File: src/cst_pkg.sv
// shared types and codes for the character stream tokenizer
// used by the scanner, the result queue, the top level and the checker
`default_nettype none

package cst_pkg;

  localparam int RQ_DEPTH = 4;
  localparam int RQ_IDX_W = 2;
  localparam int RQ_CNT_W = 3;

  localparam logic [4:0] KIND_LPAREN = 5'd0;
  localparam logic [4:0] KIND_RPAREN = 5'd1;
  localparam logic [4:0] KIND_PLUS   = 5'd2;
  localparam logic [4:0] KIND_MINUS  = 5'd3;
  localparam logic [4:0] KIND_STAR   = 5'd4;
  localparam logic [4:0] KIND_LBRACE = 5'd5;
  localparam logic [4:0] KIND_RBRACE = 5'd6;
  localparam logic [4:0] KIND_COMMA  = 5'd7;
  localparam logic [4:0] KIND_SLASH  = 5'd8;
  localparam logic [4:0] KIND_ASSIGN = 5'd9;
  localparam logic [4:0] KIND_AND    = 5'd10;
  localparam logic [4:0] KIND_OR     = 5'd11;
  localparam logic [4:0] KIND_NE     = 5'd12;
  localparam logic [4:0] KIND_CARET  = 5'd13;
  localparam logic [4:0] KIND_LT     = 5'd14;
  localparam logic [4:0] KIND_GT     = 5'd15;
  localparam logic [4:0] KIND_STRING = 5'd16;
  localparam logic [4:0] KIND_NUMBER = 5'd17;
  localparam logic [4:0] KIND_EOF    = 5'd18;
  localparam logic [4:0] KIND_ERROR  = 5'd19;

  localparam logic [2:0] ERR_NONE       = 3'd0;
  localparam logic [2:0] ERR_AMP        = 3'd1;
  localparam logic [2:0] ERR_BAR        = 3'd2;
  localparam logic [2:0] ERR_BANG       = 3'd3;
  localparam logic [2:0] ERR_OPEN_STR   = 3'd4;
  localparam logic [2:0] ERR_UNEXPECTED = 3'd5;

  typedef struct packed {
    logic [4:0] token_kind;
    logic       has_byte;
    logic [7:0] text_byte;
    logic       token_end;
    logic [2:0] error_code;
    logic       last_result;
  } result_t;

  // results of one input transaction, in order
  typedef struct packed {
    logic [1:0] count;
    result_t    first;
    result_t    second;
  } scan_out_t;

endpackage

`default_nettype wire

File: src/cst_scan.sv
// scanner: mode register and the decode of one byte or end marker
// into up to two results; depends on cst_pkg
`default_nettype none

module cst_scan import cst_pkg::*; (
  input  wire logic      clk,
  input  wire logic      rst,
  input  wire logic      accept,
  input  wire logic [7:0] char_in,
  input  wire logic      end_of_text,
  output scan_out_t      scan_out
);

  localparam logic [2:0] MODE_IDLE   = 3'd0;
  localparam logic [2:0] MODE_NUMBER = 3'd1;
  localparam logic [2:0] MODE_STRING = 3'd2;
  localparam logic [2:0] MODE_AMP    = 3'd3;
  localparam logic [2:0] MODE_BAR    = 3'd4;
  localparam logic [2:0] MODE_BANG   = 3'd5;
  localparam logic [2:0] MODE_DROP   = 3'd6;

  localparam logic [7:0] CH_SPACE = 8'h20;
  localparam logic [7:0] CH_NL    = 8'h0a;
  localparam logic [7:0] CH_AMP   = 8'h26;
  localparam logic [7:0] CH_BAR   = 8'h7c;
  localparam logic [7:0] CH_BANG  = 8'h21;
  localparam logic [7:0] CH_EQ    = 8'h3d;
  localparam logic [7:0] CH_QUOTE = 8'h22;
  localparam logic [7:0] CH_ZERO  = 8'h30;
  localparam logic [7:0] CH_NINE  = 8'h39;

  typedef struct packed {
    logic       hit;
    result_t    res;
    logic [2:0] mode;
  } idle_scan_t;

  logic [2:0] scan_mode;
  logic [2:0] scan_mode_next;
  idle_scan_t idle;
  logic       is_digit;

  function automatic result_t mk(input logic [4:0] kind, input logic has,
                                 input logic [7:0] b, input logic fin,
                                 input logic [2:0] err);
    result_t r;
    r.token_kind  = kind;
    r.has_byte    = has;
    r.text_byte   = b;
    r.token_end   = fin;
    r.error_code  = err;
    r.last_result = 1'b0;
    return r;
  endfunction

  function automatic idle_scan_t scan_idle(input logic [7:0] c);
    idle_scan_t s;
    s.hit  = 1'b1;
    s.mode = MODE_IDLE;
    s.res  = mk(KIND_ERROR, 1'b0, 8'h00, 1'b1, ERR_NONE);
    case (c)
      8'h28: s.res.token_kind = KIND_LPAREN;
      8'h29: s.res.token_kind = KIND_RPAREN;
      8'h2b: s.res.token_kind = KIND_PLUS;
      8'h2d: s.res.token_kind = KIND_MINUS;
      8'h2a: s.res.token_kind = KIND_STAR;
      8'h7b: s.res.token_kind = KIND_LBRACE;
      8'h7d: s.res.token_kind = KIND_RBRACE;
      8'h2c: s.res.token_kind = KIND_COMMA;
      8'h2f: s.res.token_kind = KIND_SLASH;
      8'h3d: s.res.token_kind = KIND_ASSIGN;
      8'h5e: s.res.token_kind = KIND_CARET;
      8'h3c: s.res.token_kind = KIND_LT;
      8'h3e: s.res.token_kind = KIND_GT;
      CH_SPACE, CH_NL: s.hit = 1'b0;
      CH_AMP: begin
        s.hit  = 1'b0;
        s.mode = MODE_AMP;
      end
      CH_BAR: begin
        s.hit  = 1'b0;
        s.mode = MODE_BAR;
      end
      CH_BANG: begin
        s.hit  = 1'b0;
        s.mode = MODE_BANG;
      end
      CH_QUOTE: begin
        s.hit  = 1'b0;
        s.mode = MODE_STRING;
      end
      default: begin
        if (c >= CH_ZERO && c <= CH_NINE) begin
          s.mode = MODE_NUMBER;
          s.res  = mk(KIND_NUMBER, 1'b1, c, 1'b0, ERR_NONE);
        end else begin
          s.mode = MODE_DROP;
          s.res  = mk(KIND_ERROR, 1'b0, 8'h00, 1'b1, ERR_UNEXPECTED);
        end
      end
    endcase
    return s;
  endfunction

  assign idle     = scan_idle(char_in);
  assign is_digit = (char_in >= CH_ZERO) && (char_in <= CH_NINE);

  always_comb begin
    scan_mode_next  = scan_mode;
    scan_out.count  = 2'd0;
    scan_out.first  = mk(KIND_EOF, 1'b0, 8'h00, 1'b1, ERR_NONE);
    scan_out.second = mk(KIND_EOF, 1'b0, 8'h00, 1'b1, ERR_NONE);
    if (end_of_text) begin
      scan_mode_next = MODE_IDLE;
      scan_out.count = 2'd2;
      unique case (scan_mode)
        MODE_NUMBER: scan_out.first = mk(KIND_NUMBER, 1'b0, 8'h00, 1'b1, ERR_NONE);
        MODE_STRING: scan_out.first = mk(KIND_ERROR, 1'b0, 8'h00, 1'b1, ERR_OPEN_STR);
        MODE_AMP:    scan_out.first = mk(KIND_ERROR, 1'b0, 8'h00, 1'b1, ERR_AMP);
        MODE_BAR:    scan_out.first = mk(KIND_ERROR, 1'b0, 8'h00, 1'b1, ERR_BAR);
        MODE_BANG:   scan_out.first = mk(KIND_ERROR, 1'b0, 8'h00, 1'b1, ERR_BANG);
        default:     scan_out.count = 2'd1;
      endcase
    end else begin
      unique case (scan_mode)
        MODE_IDLE: begin
          scan_mode_next = idle.mode;
          scan_out.first = idle.res;
          scan_out.count = idle.hit ? 2'd1 : 2'd0;
        end
        MODE_NUMBER: begin
          if (is_digit) begin
            scan_out.first = mk(KIND_NUMBER, 1'b1, char_in, 1'b0, ERR_NONE);
            scan_out.count = 2'd1;
          end else begin
            // close the number, then treat the byte as if idle
            scan_out.first  = mk(KIND_NUMBER, 1'b0, 8'h00, 1'b1, ERR_NONE);
            scan_out.second = idle.res;
            scan_out.count  = idle.hit ? 2'd2 : 2'd1;
            scan_mode_next  = idle.mode;
          end
        end
        MODE_STRING: begin
          scan_out.count = 2'd1;
          if (char_in == CH_QUOTE) begin
            scan_out.first = mk(KIND_STRING, 1'b0, 8'h00, 1'b1, ERR_NONE);
            scan_mode_next = MODE_IDLE;
          end else begin
            scan_out.first = mk(KIND_STRING, 1'b1, char_in, 1'b0, ERR_NONE);
          end
        end
        MODE_AMP: begin
          scan_out.count = 2'd1;
          if (char_in == CH_AMP) begin
            scan_out.first = mk(KIND_AND, 1'b0, 8'h00, 1'b1, ERR_NONE);
            scan_mode_next = MODE_IDLE;
          end else begin
            scan_out.first = mk(KIND_ERROR, 1'b0, 8'h00, 1'b1, ERR_AMP);
            scan_mode_next = MODE_DROP;
          end
        end
        MODE_BAR: begin
          scan_out.count = 2'd1;
          if (char_in == CH_BAR) begin
            scan_out.first = mk(KIND_OR, 1'b0, 8'h00, 1'b1, ERR_NONE);
            scan_mode_next = MODE_IDLE;
          end else begin
            scan_out.first = mk(KIND_ERROR, 1'b0, 8'h00, 1'b1, ERR_BAR);
            scan_mode_next = MODE_DROP;
          end
        end
        MODE_BANG: begin
          scan_out.count = 2'd1;
          if (char_in == CH_EQ) begin
            scan_out.first = mk(KIND_NE, 1'b0, 8'h00, 1'b1, ERR_NONE);
            scan_mode_next = MODE_IDLE;
          end else begin
            scan_out.first = mk(KIND_ERROR, 1'b0, 8'h00, 1'b1, ERR_BANG);
            scan_mode_next = MODE_DROP;
          end
        end
        default: scan_mode_next = MODE_DROP;
      endcase
    end
    // mark the final result of this transaction
    if (scan_out.count == 2'd1) begin
      scan_out.first.last_result = 1'b1;
    end
    if (scan_out.count == 2'd2) begin
      scan_out.second.last_result = 1'b1;
    end
  end

  always_ff @(posedge clk) begin
    if (rst) begin
      scan_mode <= MODE_IDLE;
    end else if (accept) begin
      scan_mode <= scan_mode_next;
    end
  end

endmodule

`default_nettype wire

File: src/cst_result_queue.sv
// four-entry result queue: takes up to two results per cycle,
// hands out one per output transaction; depends on cst_pkg
`default_nettype none

module cst_result_queue import cst_pkg::*; (
  input  wire logic      clk,
  input  wire logic      rst,
  input  wire logic      push,
  input  scan_out_t      scan_out,
  input  wire logic      pop,
  output logic           nearly_full,
  output logic           not_empty,
  output result_t        head
);

  result_t               entries [RQ_DEPTH];
  logic [RQ_IDX_W-1:0]   wptr;
  logic [RQ_IDX_W-1:0]   rptr;
  logic [RQ_CNT_W-1:0]   count;
  logic [1:0]            push_cnt;
  logic [RQ_IDX_W-1:0]   wptr_inc;

  assign push_cnt    = push ? scan_out.count : 2'd0;
  assign wptr_inc    = wptr + RQ_IDX_W'(1);
  assign not_empty   = (count != '0);
  // room for two more results is needed before the next transaction
  assign nearly_full = (count > RQ_CNT_W'(RQ_DEPTH - 2));
  assign head        = entries[rptr];

  always_ff @(posedge clk) begin
    if (push_cnt != 2'd0) begin
      entries[wptr] <= scan_out.first;
    end
    if (push_cnt == 2'd2) begin
      entries[wptr_inc] <= scan_out.second;
    end
  end

  always_ff @(posedge clk) begin
    if (rst) begin
      wptr  <= '0;
      rptr  <= '0;
      count <= '0;
    end else begin
      wptr  <= wptr + RQ_IDX_W'(push_cnt);
      rptr  <= rptr + RQ_IDX_W'(pop);
      count <= count + RQ_CNT_W'(push_cnt) - RQ_CNT_W'(pop);
    end
  end

endmodule

`default_nettype wire

File: src/char_stream_tokenizer.sv
// Character stream tokenizer. Takes one text byte (or an end-of-text mark)
// per transaction on the char channel and emits tokens on the token channel.
// A byte is decoded in the cycle it is accepted and its zero, one or two
// results land in a four-entry result queue; if the queue was empty, the first
// result is shown on the token ports the next cycle. One input transaction
// is taken per cycle while the queue holds at most two results, so with no
// token stall the sustained rate is one byte per cycle; the output side, one
// result per cycle, sets the limit when two-result bytes arrive back to back.
// Depends on cst_pkg, cst_scan and cst_result_queue.
`default_nettype none

module char_stream_tokenizer import cst_pkg::*; (
  input  wire logic       clk,
  input  wire logic       rst,
  input  wire logic       char_valid,
  output logic            char_stall,
  input  wire logic [7:0] char_in,
  input  wire logic       end_of_text,
  output logic            token_valid,
  input  wire logic       token_stall,
  output logic [4:0]      token_kind,
  output logic            has_byte,
  output logic [7:0]      text_byte,
  output logic            token_end,
  output logic [2:0]      error_code,
  output logic            last_result
);

  logic      accept;
  logic      pop;
  logic      nearly_full;
  scan_out_t scan_out;
  result_t   head;

  assign char_stall = nearly_full;
  assign accept     = char_valid && !char_stall;
  assign pop        = token_valid && !token_stall;

  cst_scan u_scan (
    .clk         (clk),
    .rst         (rst),
    .accept      (accept),
    .char_in     (char_in),
    .end_of_text (end_of_text),
    .scan_out    (scan_out)
  );

  cst_result_queue u_queue (
    .clk         (clk),
    .rst         (rst),
    .push        (accept),
    .scan_out    (scan_out),
    .pop         (pop),
    .nearly_full (nearly_full),
    .not_empty   (token_valid),
    .head        (head)
  );

  assign token_kind  = head.token_kind;
  assign has_byte    = head.has_byte;
  assign text_byte   = head.text_byte;
  assign token_end   = head.token_end;
  assign error_code  = head.error_code;
  assign last_result = head.last_result;

endmodule

`default_nettype wire

File: config.mk
export PLATFORM = sky130hd
export DESIGN_NAME = char_stream_tokenizer
export DESIGN_NICKNAME = d
export VERILOG_FILES = /design/src/cst_pkg.sv /design/src/cst_scan.sv /design/src/cst_result_queue.sv /design/src/char_stream_tokenizer.sv
export SDC_FILE = /design/constraint.sdc
export NUM_CORES = 1
export LEC_CHECK = 0
export BUFFER_PORTS_ARGS = -buffer_cell sky130_fd_sc_hd__buf_2
export CORE_ASPECT_RATIO = 0.5
export CORE_MARGIN = 1
export CORE_UTILIZATION = 66
export DETAILED_ROUTE_END_ITERATION = 8
export PLACE_DENSITY_LB_ADDON = 0.25
export SETUP_SLACK_MARGIN = 0.5
export SYNTH_ARGS = -nofsm -noshare
export SYNTH_HDL_FRONTEND = slang
export SYNTH_HIERARCHICAL = 1
export SYNTH_SLANG_ARGS = --single-unit
File: constraint.sdc
create_clock -name clk -period 4.75 [get_ports clk]
set_input_delay 0.2375 -clock clk [delete_from_list [all_inputs] [get_ports clk]]
set_output_delay 0.2375 -clock clk [all_outputs]
set_load 0.005 [all_outputs]
Word-level counts from Yosys, hierarchy flattened
Memories as Yosys holds them, arrays and structs flattened. A register that Yosys moved wholly into a read port is not among the register bits.
Index checks and enable logic that the tools add are counted.
{"block": "totals", "reg_bits": 10, "ram_bits": 76, "input_bits": 13, "out_inout_bits": 21, "wordCells": 88, "memories": 1}
{"block": "op_classes", "n_addsub": 5, "magnitude_cmp": 3, "n_eq_ne": 29, "n_mux": 33, "reduce_logical": 13}
{"name": "u_queue.entries", "depth": 4, "width": 19, "rd": 1, "rd_clocked_by_memory_dff": 1, "write_ports": 2, "line_no": "cst_result_queue.sv:16", "source": "result_t entries [RQ_DEPTH];"}
{"op": "$mux 19", "n": 7}
{"op": "$pmux 21 s6", "n": 1}
{"op": "$eq 8x6->1 const B", "n": 14}
{"op": "$pmux 16 s5", "n": 1}
{"op": "$pmux 5 s14", "n": 1}
{"op": "$mux 21", "n": 2}
{"op": "$eq 8x7->1 const B", "n": 4}
{"op": "$mux 14", "n": 2}
{"op": "$reduce_or 19->1", "n": 1}
{"op": "$mux 3", "n": 6}
{"op": "$pmux 3 s6", "n": 1}
{"op": "$pmux 3 s5", "n": 1}
{"op": "$reduce_or 15->1", "n": 1}
{"op": "$eq 8x4->1 const B", "n": 1}
{"op": "$ge 8x6->1 const B", "n": 1}
{"op": "$le 8x6->1 const B", "n": 1}
{"op": "$mux 2", "n": 4}
{"op": "$mux 1", "n": 7}
{"op": "$eq 3x2->1 const B", "n": 2}
{"op": "$eq 3x3->1 const B", "n": 2}
{"op": "$reduce_or 6->1", "n": 1}
{"op": "$reduce_or 5->1", "n": 1}
{"op": "$eq 2x2->1 const B", "n": 2}
{"op": "$add 3x2->3", "n": 1}
{"op": "other kinds (15)", "n": 18}

Depth between registers and ports, before layout
Gate-level depths: netlist (run 1).
{"block": "depth", "ltp_word": 10, "depth_mapped": 15}

Modules after synthesis
The synthesis (run 1) kept the hierarchy.
{"mod": "cst_result_queue", "instances": 1, "cells_each": 236, "area_each_um2": 4159.0, "seq_area_each_um2": 2422.3}
{"mod": "cst_scan", "instances": 1, "cells_each": 213, "area_each_um2": 1411.4, "seq_area_each_um2": 60.1}
{"mod": "char_stream_tokenizer", "instances": 1, "cells_each": 2, "area_each_um2": 27.5, "seq_area_each_um2": 0.0}

Worst setup path before layout (run 1)
OpenSTA, ideal clock, no wires.
{"block": "synth_path", "path_kind": "in2reg", "from": "input char_in[2]", "to": "memory u_queue/entries[1][0] (netlist name), enable pin", "arrival_time_ns": 2.743, "t_required_ns": 4.355, "slack_ns": 1.612, "path_stages": 10, "path_cell_list": "buf_2 > buf_2 > nor3b_1 > o31ai_1 > nand3_1 > o31a_1 > o22ai_1 > nor2b_1 > o21ai_0 > nor2_1"}
{"item": "start: declaration", "line_no": "char_stream_tokenizer.sv:17", "source": "input wire logic [7:0] char_in,"}
{"item": "end: declaration", "line_no": "cst_result_queue.sv:16"}

==> flow_summary_export.csv, run 1 <==
group,metric,value,unit
floorplan,die_w,132.2,um
clock_network,cts_tree,"built",
worst_setup_path,worst_setup_path_start_kind,"input pin",
route,drc,0,
synthesis,synth_cell_types,73,
floorplan,dieHeight,67.12,um
final_layout,antenna_cells,0,
route,firstDrtPassIters,6,
clock_network,clock_path_buffers,2,
synthesis,async_flop_share,0,
final_layout,layout_common_cells,"edfxtp_1, mux2_2, buf_2, nor2_1, nand2_1",
worst_setup_path,arrival,3.60,ns
job,maxCapViolCount,0,
synthesis,yosysTopAreaCell,"edfxtp_1",
clock_network,hold_buffers,0,
pwr,max-vdd-ir-drop,0.3272,mV
route,routedWlPerCell,21.93,um
worst_setup_path,crit_type,"in2reg",
floorplan,core,8115,um^2
route,drt-total-wl,12.81,mm
grt,grt_pass1_wl,19.91,mm
worst_setup_path,crit_path_max_fanout,19,
pwr,leakage,0.002183,uW
floorplan,ios,34,
final_layout,final_common_cell,"edfxtp_1",
timing,drv_slew,0,
route,avgViaCountPerCell,6.562,
timing,fin_skew,0.01146,ns
timing,hold_viol_final,0,
synthesis,synth_flop_cell,"edfxtp_1",
place,port-buffer-count,33,
worst_setup_path,crit_end,"u_queue/entries[3][0]",
final_layout,syn2layout_area_growth,7.309,%
timing,rsz0062_at_grt,"no",
timing,finalSetupViolations,0,
synthesis,ys.warnings.count,6,
final_layout,nets,484,
grt,grt_max_degree,23,
route,drt_iter0_markers,456,
timing,max_freq,0.2847,GHz
synthesis,yosys_register_bits,86,
timing,tightest_slew,1.173,ns
clock_network,cts_buffers,9,
place,dp_hpwl,8.083,mm
worst_hold_path,hold_path_class,"in2reg",
route,via_count,3832,
worst_setup_path,critPathRequiredTime,4.84,ns
clock_network,h-tree-depth,3,
clock_network,worstSkewPairLatency,0.35,ns
timing,slew_headroom,0.2183,
synthesis,synth_cells,451,
timing,setup_tns,0,ns
place,place.gp.congestion,0.9247,
worst_setup_path,rrSetupSlack,1.33,ns
clock_network,path_clk_slew,0.06,ns
synthesis,ys_top_cells_by_area,"edfxtp_1, mux2_2, mux4_2, dfxtp_1, mux2_4",
worst_hold_path,hold_depth,2,
clock_network,post_cts_buffers,0,
worst_setup_path,crit_start,"char_in[2]",
outcome,status,"completed",
final_layout,fin_util,0.7402,
grt,antenna_found_initial,0,
floorplan,initial_core_util,0.6898,
timing,period_share,0.7393,
route,ant_nets,0,
synthesis,synth_edf_count,76,
clock_network,post_cts_resized,0,
pwr,p_per_area,421.0,nW/um^2
worst_setup_path,ff2ff_path_depth,7,
synthesis,synth_top_area_frac,0.4077,
synthesis,synth_area,5598,um^2
synthesis,yosysSeqAreaShare,0.4435,
grt,gr-total-overflow,0,
worst_setup_path,worstSetupEndpointType,"flip-flop",
clock_network,cts-root-buf,"clkbuf_16",
final_layout,drive_gt1_frac,0.3644,
timing,min_period,3.512,ns
floorplan,num_rows,23,
worst_setup_path,rr_startpoint,"u_scan/scan_mode[1]",
floorplan,dieArea,8876,um^2
synthesis,synth.avg_cell_area,12.41,um^2
clock_network,cts.sinks,86,
grt,grt_pass1_vias,3605,
worst_setup_path,worstReg2RegEnd,"u_queue/entries[3][0]",
grt,grt.total_usage,0.3069,
layer usage:
| layer | global-route usage | wire [um] |
|---|---|---|
| met5 | 0 | 0 |
| met4 | 0.08477 | 94 |
| met3 | 0.07763 | 1060 |
| met2 | 0.4967 | 5964 |
| met1 | 0.4180 | 5686 |
critical path, cell delays in order:
cell      delay [ns]
buf_2           0.28
nand2_1         0.19
or4_1           0.54
nand3_1         0.21
mux2i_1         0.14
a21oi_1         0.38
nand3b_4        0.26
or3_1           0.90
mux2_2          0.44
cells by family (layout without fill, tap and decap cells):
group	after synthesis	in the layout	synth area share
fa+ha+maj	4	4	0.01028
buf+inv	51	63	0.05789
mux	98	98	0.2416
compound gates	59	59	0.07533
flops	86	86	0.4435
xor+xnor	7	7	0.01229
simple gates	144	144	0.1578
other cells	2	11	0.001342
where the power goes:
group,total (uW),internal (uW),leakage (uW),switching (uW)
Clock,720,415,0.000152,305
Sequential,1040,960,0.000782,77.7
Combinational,772,388,0.00125,384
Total,2530,1760,0.00218,767
state kept, by name (all words and copies together) (netlist names):
| register | count |
|---|---|
| u_queue/rptr | 2 |
| u_queue/count | 3 |
| u_queue/entries | 76 |
| u_queue/wptr | 2 |
| u_scan/scan_mode | 3 |
cells in the mapped netlist (5+ instances only):
cell type and number:
clkbuf_1 12, buf_4 18, buf_2 9, o22ai_1 5, buf_6 5, nand2b_1 9, nor3_1 13, nor2b_1 5
nor2_1 23, edfxtp_1 76, mux4_2 19, mux2_4 10, nand4_1 5, a21oi_1 14, or2_2 5, o21ai_0 8
xnor2_1 5, dfxtp_1 10, or3_1 6, nand3_1 8, nand2_1 21, inv_1 6, and2_1 11, mux2_2 67
worst min-delay path by stage:
stage	from	slack, ns	end
CTS	rst	0.21	u_queue/count[1]
global route	rst	0.22	u_queue/count[1]
global placement	u_queue/count[2]	0.52	u_queue/count[2]
detailed placement	u_queue/count[2]	0.55	u_queue/count[2]
floorplan	rst	0.30	u_queue/count[1]
finish	rst	0.21	u_queue/count[1]
layout make-up:
cell class	count	area (um^2)
clock buffer	9	225.2
clock inverter	7	81.33
fill	529	2108
inverter	6	22.52
multi-input combinational	323	2830
sequential	86	2482
tap	112	140.1
timing repair buffer	41	225.2
per-stage QoR:
stage,instance area (um^2),cells,setup WS (ns),hold WS [ns],total power [uW]
after floorplan,5632,460,1.612,0.3042,1592
after global placement,5700,568,1.087,0.5210,1773
after detailed placement,5700,568,0.9632,0.5461,1811
after CTS,6007,584,1.316,0.2062,2531
after global routing,6007,584,1.110,0.2183,2654
final,6007,584,1.238,0.2091,2529
Note: power is estimated with default switching activity, not from simulation.
==> inputs of run 2 (changes only) <==
CORE_UTILIZATION = 56   (was 66)
clock period = 3 ns   (was 4.75 ns; I/O delays follow)
==> run 2 against run 1 <==
Net effect:
- die area increased by 17%
- worst hold slack got worse by 0.077 ns
- combinational power increased by 84%
- setup slack got worse by 0.71 ns
- global-route usage decreased by 5.9 points
- power increased by 63%
- highest routed layer unchanged
- clock power increased by 51%
- critical path depth increased by 1
- largest cell class unchanged
- cell count increased by 9.1%
==> flow_summary_export.csv, run 2 (synthesized netlist as in run 1, its figures left out) <==
group,metric,value,unit
outcome,status,"completed",
worst_setup_path,worst_setup_path_start_kind,"input pin",
final_layout,reg.largest.list,"u_queue/entries x76, u_queue/count x3, u_scan/scan_mode x3",
pwr,leakage,0.002474,uW
final_layout,multi_input_area,3099,um^2
final_layout,final_cell_area,6720,um^2
final_layout,layout_common_cells,"edfxtp_1, mux2_2, mux2_4, buf_4, buf_2",
pwr,p_per_area,612.9,nW/um^2
floorplan,dieHeight,72.70,um
clock_network,cts_tree,"built",
worst_hold_path,hold_path_class,"in2reg",
floorplan,ios,34,
clock_network,path_clk_slew,0.06,ns
route,via_count,3819,
clock_network,cts_buffers,9,
place,port-buffer-count,33,
final_layout,antenna_cells,0,
final_layout,register_area,2486,um^2
final_layout,syn2layout_area_growth,20.05,%
route,ant_nets,0,
final_layout,regMostFlops,"u_queue/entries",
worst_setup_path,worstSetupEndpointType,"flip-flop",
floorplan,dieArea,10420,um^2
place,place.gp.congestion,0.9709,
timing,finalSetupViolations,0,
route,drc,0,
final_layout,drive_gt1_frac,0.4582,
final_layout,nets,514,
route,avgViaCountPerCell,5.995,
timing,tightest_slew,0.5393,ns
pwr,power.internal,2912,uW
timing,period_share,0.8226,
floorplan,num_rows,25,
worst_setup_path,critPathRequiredTime,3.09,ns
grt,antenna_found_initial,0,
job,maxCapViolCount,0,
clock_network,clock_path_buffers,2,
worst_setup_path,crit_path_max_fanout,7,
grt,grt_pass1_vias,3457,
grt,grt_max_degree,21,
timing,fin_hold_ws,0.1320,ns
timing,min_period,2.468,ns
final_layout,final_common_cell,"edfxtp_1",
pwr,max-vdd-ir-drop,0.4114,mV
route,drt_iter0_markers,388,
pwr,p_clk_frac,0.265,
timing,fin_skew,0.006639,ns
floorplan,die_w,143.4,um
grt,grt_pass1_wl,18.96,mm
grt,gr-total-overflow,0,
place,dp_cells,610,
clock_network,hold_buffers,0,
grt,grt.total_usage,0.2478,
clock_network,h-tree-depth,3,
pwr,p_comb_frac,0.346,
worst_setup_path,rrSetupSlack,0.56,ns
route,drt-total-wl,12.51,mm
timing,rsz0062_at_grt,"no",
route,firstDrtPassIters,5,
timing,max_freq,0.4052,GHz
final_layout,fin_cells,637,
floorplan,initial_core_util,0.5848,
pwr,p_switching,1207,uW
route,routedWlPerCell,19.64,um
final_layout,largest_reg_flops,76,
clock_network,cts-root-buf,"clkbuf_16",
place,dpl_cell_area,6107,um^2
final_layout,fillers,679,
clock_network,cts.sinks,86,
timing,hold_viol_final,0,
pwr,p_sw_frac,0.2930,
final_layout,fin_util,0.7021,
clock_network,worstSkewPairLatency,0.34,ns
timing,setup_tns,0,ns
floorplan,core,9572,um^2
timing,drv_slew,0,
timing,slew_headroom,0.6377,
pwr,seqPwrFrac,0.389,
worst_setup_path,crit_type,"in2reg",
place,dp_hpwl,7.978,mm
worst_setup_path,arrival,2.56,ns
-- run 2: cell types whose count changed in the layout (fill, tap and decap cells not counted), sizes merged --
| cell | previous run | this run |
|---|---|---|
| clkinvlp | 0 | 1 |
| clkinv | 4 | 3 |
| clkbuf | 9 | 11 |
| buf | 41 | 69 |
-- run 2: through the flow --
| stage | worst slack, ns | power, uW |
|---|---|---|
| 2_1_floorplan | 0.2913 | 2560 |
| 3_3_place_gp | 0.05447 | 2942 |
| 3_5_place_dp | 0.04048 | 2957 |
| 4_1_cts | 0.5133 | 4073 |
| 5_1_grt | 0.4789 | 4334 |
| 6_report | 0.5323 | 4119 |
-- run 2: worst max-delay path: stages --
cell	delay, ns
buf_6	0.11
and3b_2	0.22
o31ai_4	0.28
nand3_4	0.15
o31a_1	0.35
o22ai_4	0.18
nand3b_4	0.14
or3_4	0.48
clkbuf_16	0.19
mux2_4	0.29
-- run 2: area by class of cell --
| type | instances | share of cell area |
|---|---|---|
| clock inverter | 7 | 0.01061 |
| clock buffer | 9 | 0.03351 |
| multi-input combinational | 323 | 0.4612 |
| sequential | 86 | 0.3699 |
| timing repair buffer | 71 | 0.09626 |
| tap | 135 | 0.02513 |
| inverter | 6 | 0.003351 |
-- run 2: repair_timing --
| item | in CTS | in global routing |
|---|---|---|
| hold endpoints to repair | 0 | 0 |
| gates resized for setup | 9 | 41 |
| cloned | 0 | 2 |
| setup endpoints to repair | 19 | 103 |
| setup buffers | 2 | 7 |
| pin swaps | 2 | 8 |
-- run 2: final timing paths --
path,from,cells past startpoint,to
min,rst,2,u_queue/count[1]
max,char_in[5],10,u_queue/entries[3][10]
max reg2reg,u_scan/scan_mode[0],7,u_queue/entries[3][10]
min reg2reg,u_scan/scan_mode[0],2,u_scan/scan_mode[0]
-- run 2: metal layers --
| layer | up-vias | wire length (um) | global-route usage |
|---|---|---|---|
| li1 | 1810 | - | - |
| met1 | 1863 | 5824 | 0.3671 |
| met2 | 137 | 5685 | 0.3716 |
| met3 | 9 | 889 | 0.05577 |
| met4 | 0 | 112 | 0.05792 |
| met5 | - | 0 | 0 |
-- run 2: power by group through the flow --
stage / Clock, uW / Combinational, uW / Sequential [uW]
after floorplan: 0 / 985 / 1580
after global placement: 0 / 1330 / 1620
after detailed placement: 0 / 1340 / 1620
after CTS: 1110 / 1360 / 1600
after global routing: 1150 / 1560 / 1620
final: 1090 / 1420 / 1600
==> inputs of run 3 (changes only) <==
ABC_AREA = 1   (was default)
CORE_UTILIZATION = 55   (was 56)
clock period = 2.25 ns   (was 3 ns; I/O delays follow)
==> run 3 against run 2 <==
Net effect:
- clock skew increased by 0.0018 ns
- combinational power increased by 85%
- clock-buffer cell count increased by 1
- sequential share of layout area decreased by 1.6 points
- power increased by 52%
- routed wire length increased by 23%
- cell count increased by 49%
- critical path type is now reg2reg
- largest cell class unchanged
- largest power group is now combinational logic
==> flow_summary_export.csv, run 3 <==
group,metric,value,unit
outcome,status,"completed",
place,pre_cts_ws,-0.2473,ns
route,firstDrtPassIters,5,
timing,final.setup.worst_slack,0.01008,ns
synthesis,yosysSeqAreaShare,0.4621,
grt,grt_max_degree,41,
worst_setup_path,crit_path_max_fanout,7,
timing,hold_viol_final,0,
synthesis,synth_flop_cell,"edfxtp_1",
pwr,leakage,0.002976,uW
worst_setup_path,rrSetupSlack,0.01,ns
timing,rsz0062_at_grt,"yes",
route,drc,0,
worst_setup_path,critPathRequiredTime,2.30,ns
final_layout,syn2layout_area_growth,31.07,%
route,via_count,5187,
final_layout,reg.largest.list,"u_queue/entries x76, u_queue/count x3, u_scan/scan_mode x3",
final_layout,antenna_cells,0,
route,routedWlPerCell,16.26,um
synthesis,async_flop_share,0,
clock_network,h-tree-depth,3,
route,avgViaCountPerCell,5.472,
final_layout,final_cell_area,7041,um^2
final_layout,regMostFlops,"u_queue/entries",
final_layout,nets,825,
clock_network,cts_buffers,9,
final_layout,largest_reg_flops,76,
floorplan,initial_core_util,0.5667,
synthesis,ys_top_cells_by_area,"edfxtp_1, nand2_1, o21ai_0, nor2_1, o21ai_1",
synthesis,yosys-top-cells-count,"nand2_1, o21ai_0, nor2_1, edfxtp_1, inv_1",
pwr,max-vdd-ir-drop,0.4167,mV
synthesis,synthSimpleGateAreaFrac,0.2530,
synthesis,synth_compound_area_frac,0.1682,
worst_hold_path,hold_path_class,"in2reg",
synthesis,synth_cells,691,
floorplan,ios,34,
synthesis,synth_top_family_by_area,"simple AND/OR/NAND/NOR gates",
worst_setup_path,worstSetupEndpointType,"flip-flop",
final_layout,final_common_cell,"nand2_1",
synthesis,synth_area,5371,um^2
route,drt-total-wl,15.41,mm
grt,gr-total-overflow,0,
final_layout,layout_common_cells,"nand2_1, nor2_1, edfxtp_1, buf_4, o21ai_0",
timing,fin_skew,0.008425,ns
place,dpl_cell_area,6272,um^2
final_layout,drive_gt1_frac,0.2891,
pwr,p_per_area,889.5,nW/um^2
timing,period_share,0.9955,
floorplan,die_w,141.8,um
clock_network,cts-root-buf,"clkbuf_16",
timing,drv_slew,0,
grt,grt.total_usage,0.2986,
grt,grt_pass1_wl,22.97,mm
clock_network,hold_buffers,0,
floorplan,dieArea,10190,um^2
timing,tightest_slew,0.8171,ns
synthesis,yosys_register_bits,86,
clock_network,clock_path_buffers,2,
synthesis,synthAdderAreaFrac,0.01072,
worst_setup_path,arrival,2.29,ns
synthesis,ys.warnings.count,6,
final_layout,fin_util,0.7428,
synthesis,synth.avg_cell_area,7.773,um^2
job,maxCapViolCount,0,
place,dp_hpwl,9.498,mm
synthesis,yosysMostFrequentCell,"nand2_1",
floorplan,num_rows,25,
floorplan,core,9478,um^2
worst_setup_path,crit_type,"reg2reg",
synthesis,synth_edf_count,76,
clock_network,cts_tree,"built",
worst_setup_path,worst_setup_path_start_kind,"flip-flop",
synthesis,synth_cell_types,36,
synthesis,synth_top_area_frac,0.4249,
place,place.gp.congestion,0.9910,
route,drt_iter0_markers,565,
grt,grt_pass1_vias,4744,
clock_network,worstSkewPairLatency,0.34,ns
clock_network,cts.sinks,86,
clock_network,path_clk_slew,0.07,ns
grt,antenna_found_initial,0,
floorplan,dieHeight,71.88,um
synthesis,yosysTopAreaCell,"edfxtp_1",
synthesis,synthMuxAreaShare,0,
route,ant_nets,0,
timing,finalSetupViolations,0,
place,port-buffer-count,33,
timing,slew_headroom,0.4495,
timing,min_period,2.240,ns
timing,max_freq,0.4464,GHz
synthesis,synthXorXnorAreaFrac,0.003261,
pwr,power.total,6262,uW
## run 3: layout make-up
type,count,area [um^2]
clock buffer,10,229.0
clock inverter,6,67.56
fill,636,2437
inverter,72,286.5
multi-input combinational,501,2559
sequential,86,2495
tap,135,168.9
timing repair buffer,138,1235
## run 3: kinds of logic after synthesis
kind of cell	count (synthesis)
xor+xnor	2
compound gates	175
fa+ha+maj	4
other cells	2
simple gates	309
flops	86
buf+inv	113
## run 3: critical path, stage by stage (launching register included)
cell and delay, ns:
dfxtp_4 0.39, buf_4 0.15, nor3_2 0.24, a22oi_2 0.13, a31oi_2 0.16, buf_4 0.18, o21ai_2 0.08, buf_12 0.16
o21ai_4 0.19, buf_6 0.15, buf_12 0.12
## run 3: repair_timing
action                                  in CTS  in global routing
gates resized for setup                     26                 25
endpoints found under the setup margin     173                167
cloned                                       2                  3
pin swaps                                    4                  6
setup buffers                               20                  2
## run 3: power breakdown
group          switching, uW  leakage (uW)  internal [uW]
logic                   1470       0.00205           1150
clock network            613      0.000139            866
registers               98.3      0.000783           2060
total                   2190       0.00298           4080
## run 3: path summary, 6_finish.rpt
| kind | start | end | depth (start not counted) |
|---|---|---|---|
| max | u_scan/scan_mode[2] | u_queue/entries[0][4] | 10 |
| min | rst | u_queue/count[2] | 2 |
| max reg2reg | u_scan/scan_mode[2] | u_queue/entries[0][4] | 10 |
| min reg2reg | u_scan/scan_mode[1] | u_scan/scan_mode[1] | 2 |
## run 3: per-stage QoR
stage	instances	hold slack (ns)	setup TNS, ns
final	948	0.08948	0
after global routing	948	0.09114	-2.909
after CTS	943	0.07610	0
after detailed placement	905	0.4264	-25.34
after global placement	905	0.4193	-10.83
after floorplan	700	0.1742	-1.529
## run 3: per-layer routing
metal	GRT usage	vias up	wire length (um)
met5	0	-	0
met4	0.08961	0	286
met3	0.08021	34	1562
met2	0.5085	244	7287
met1	0.3768	2384	6275
li1	-	2525	-
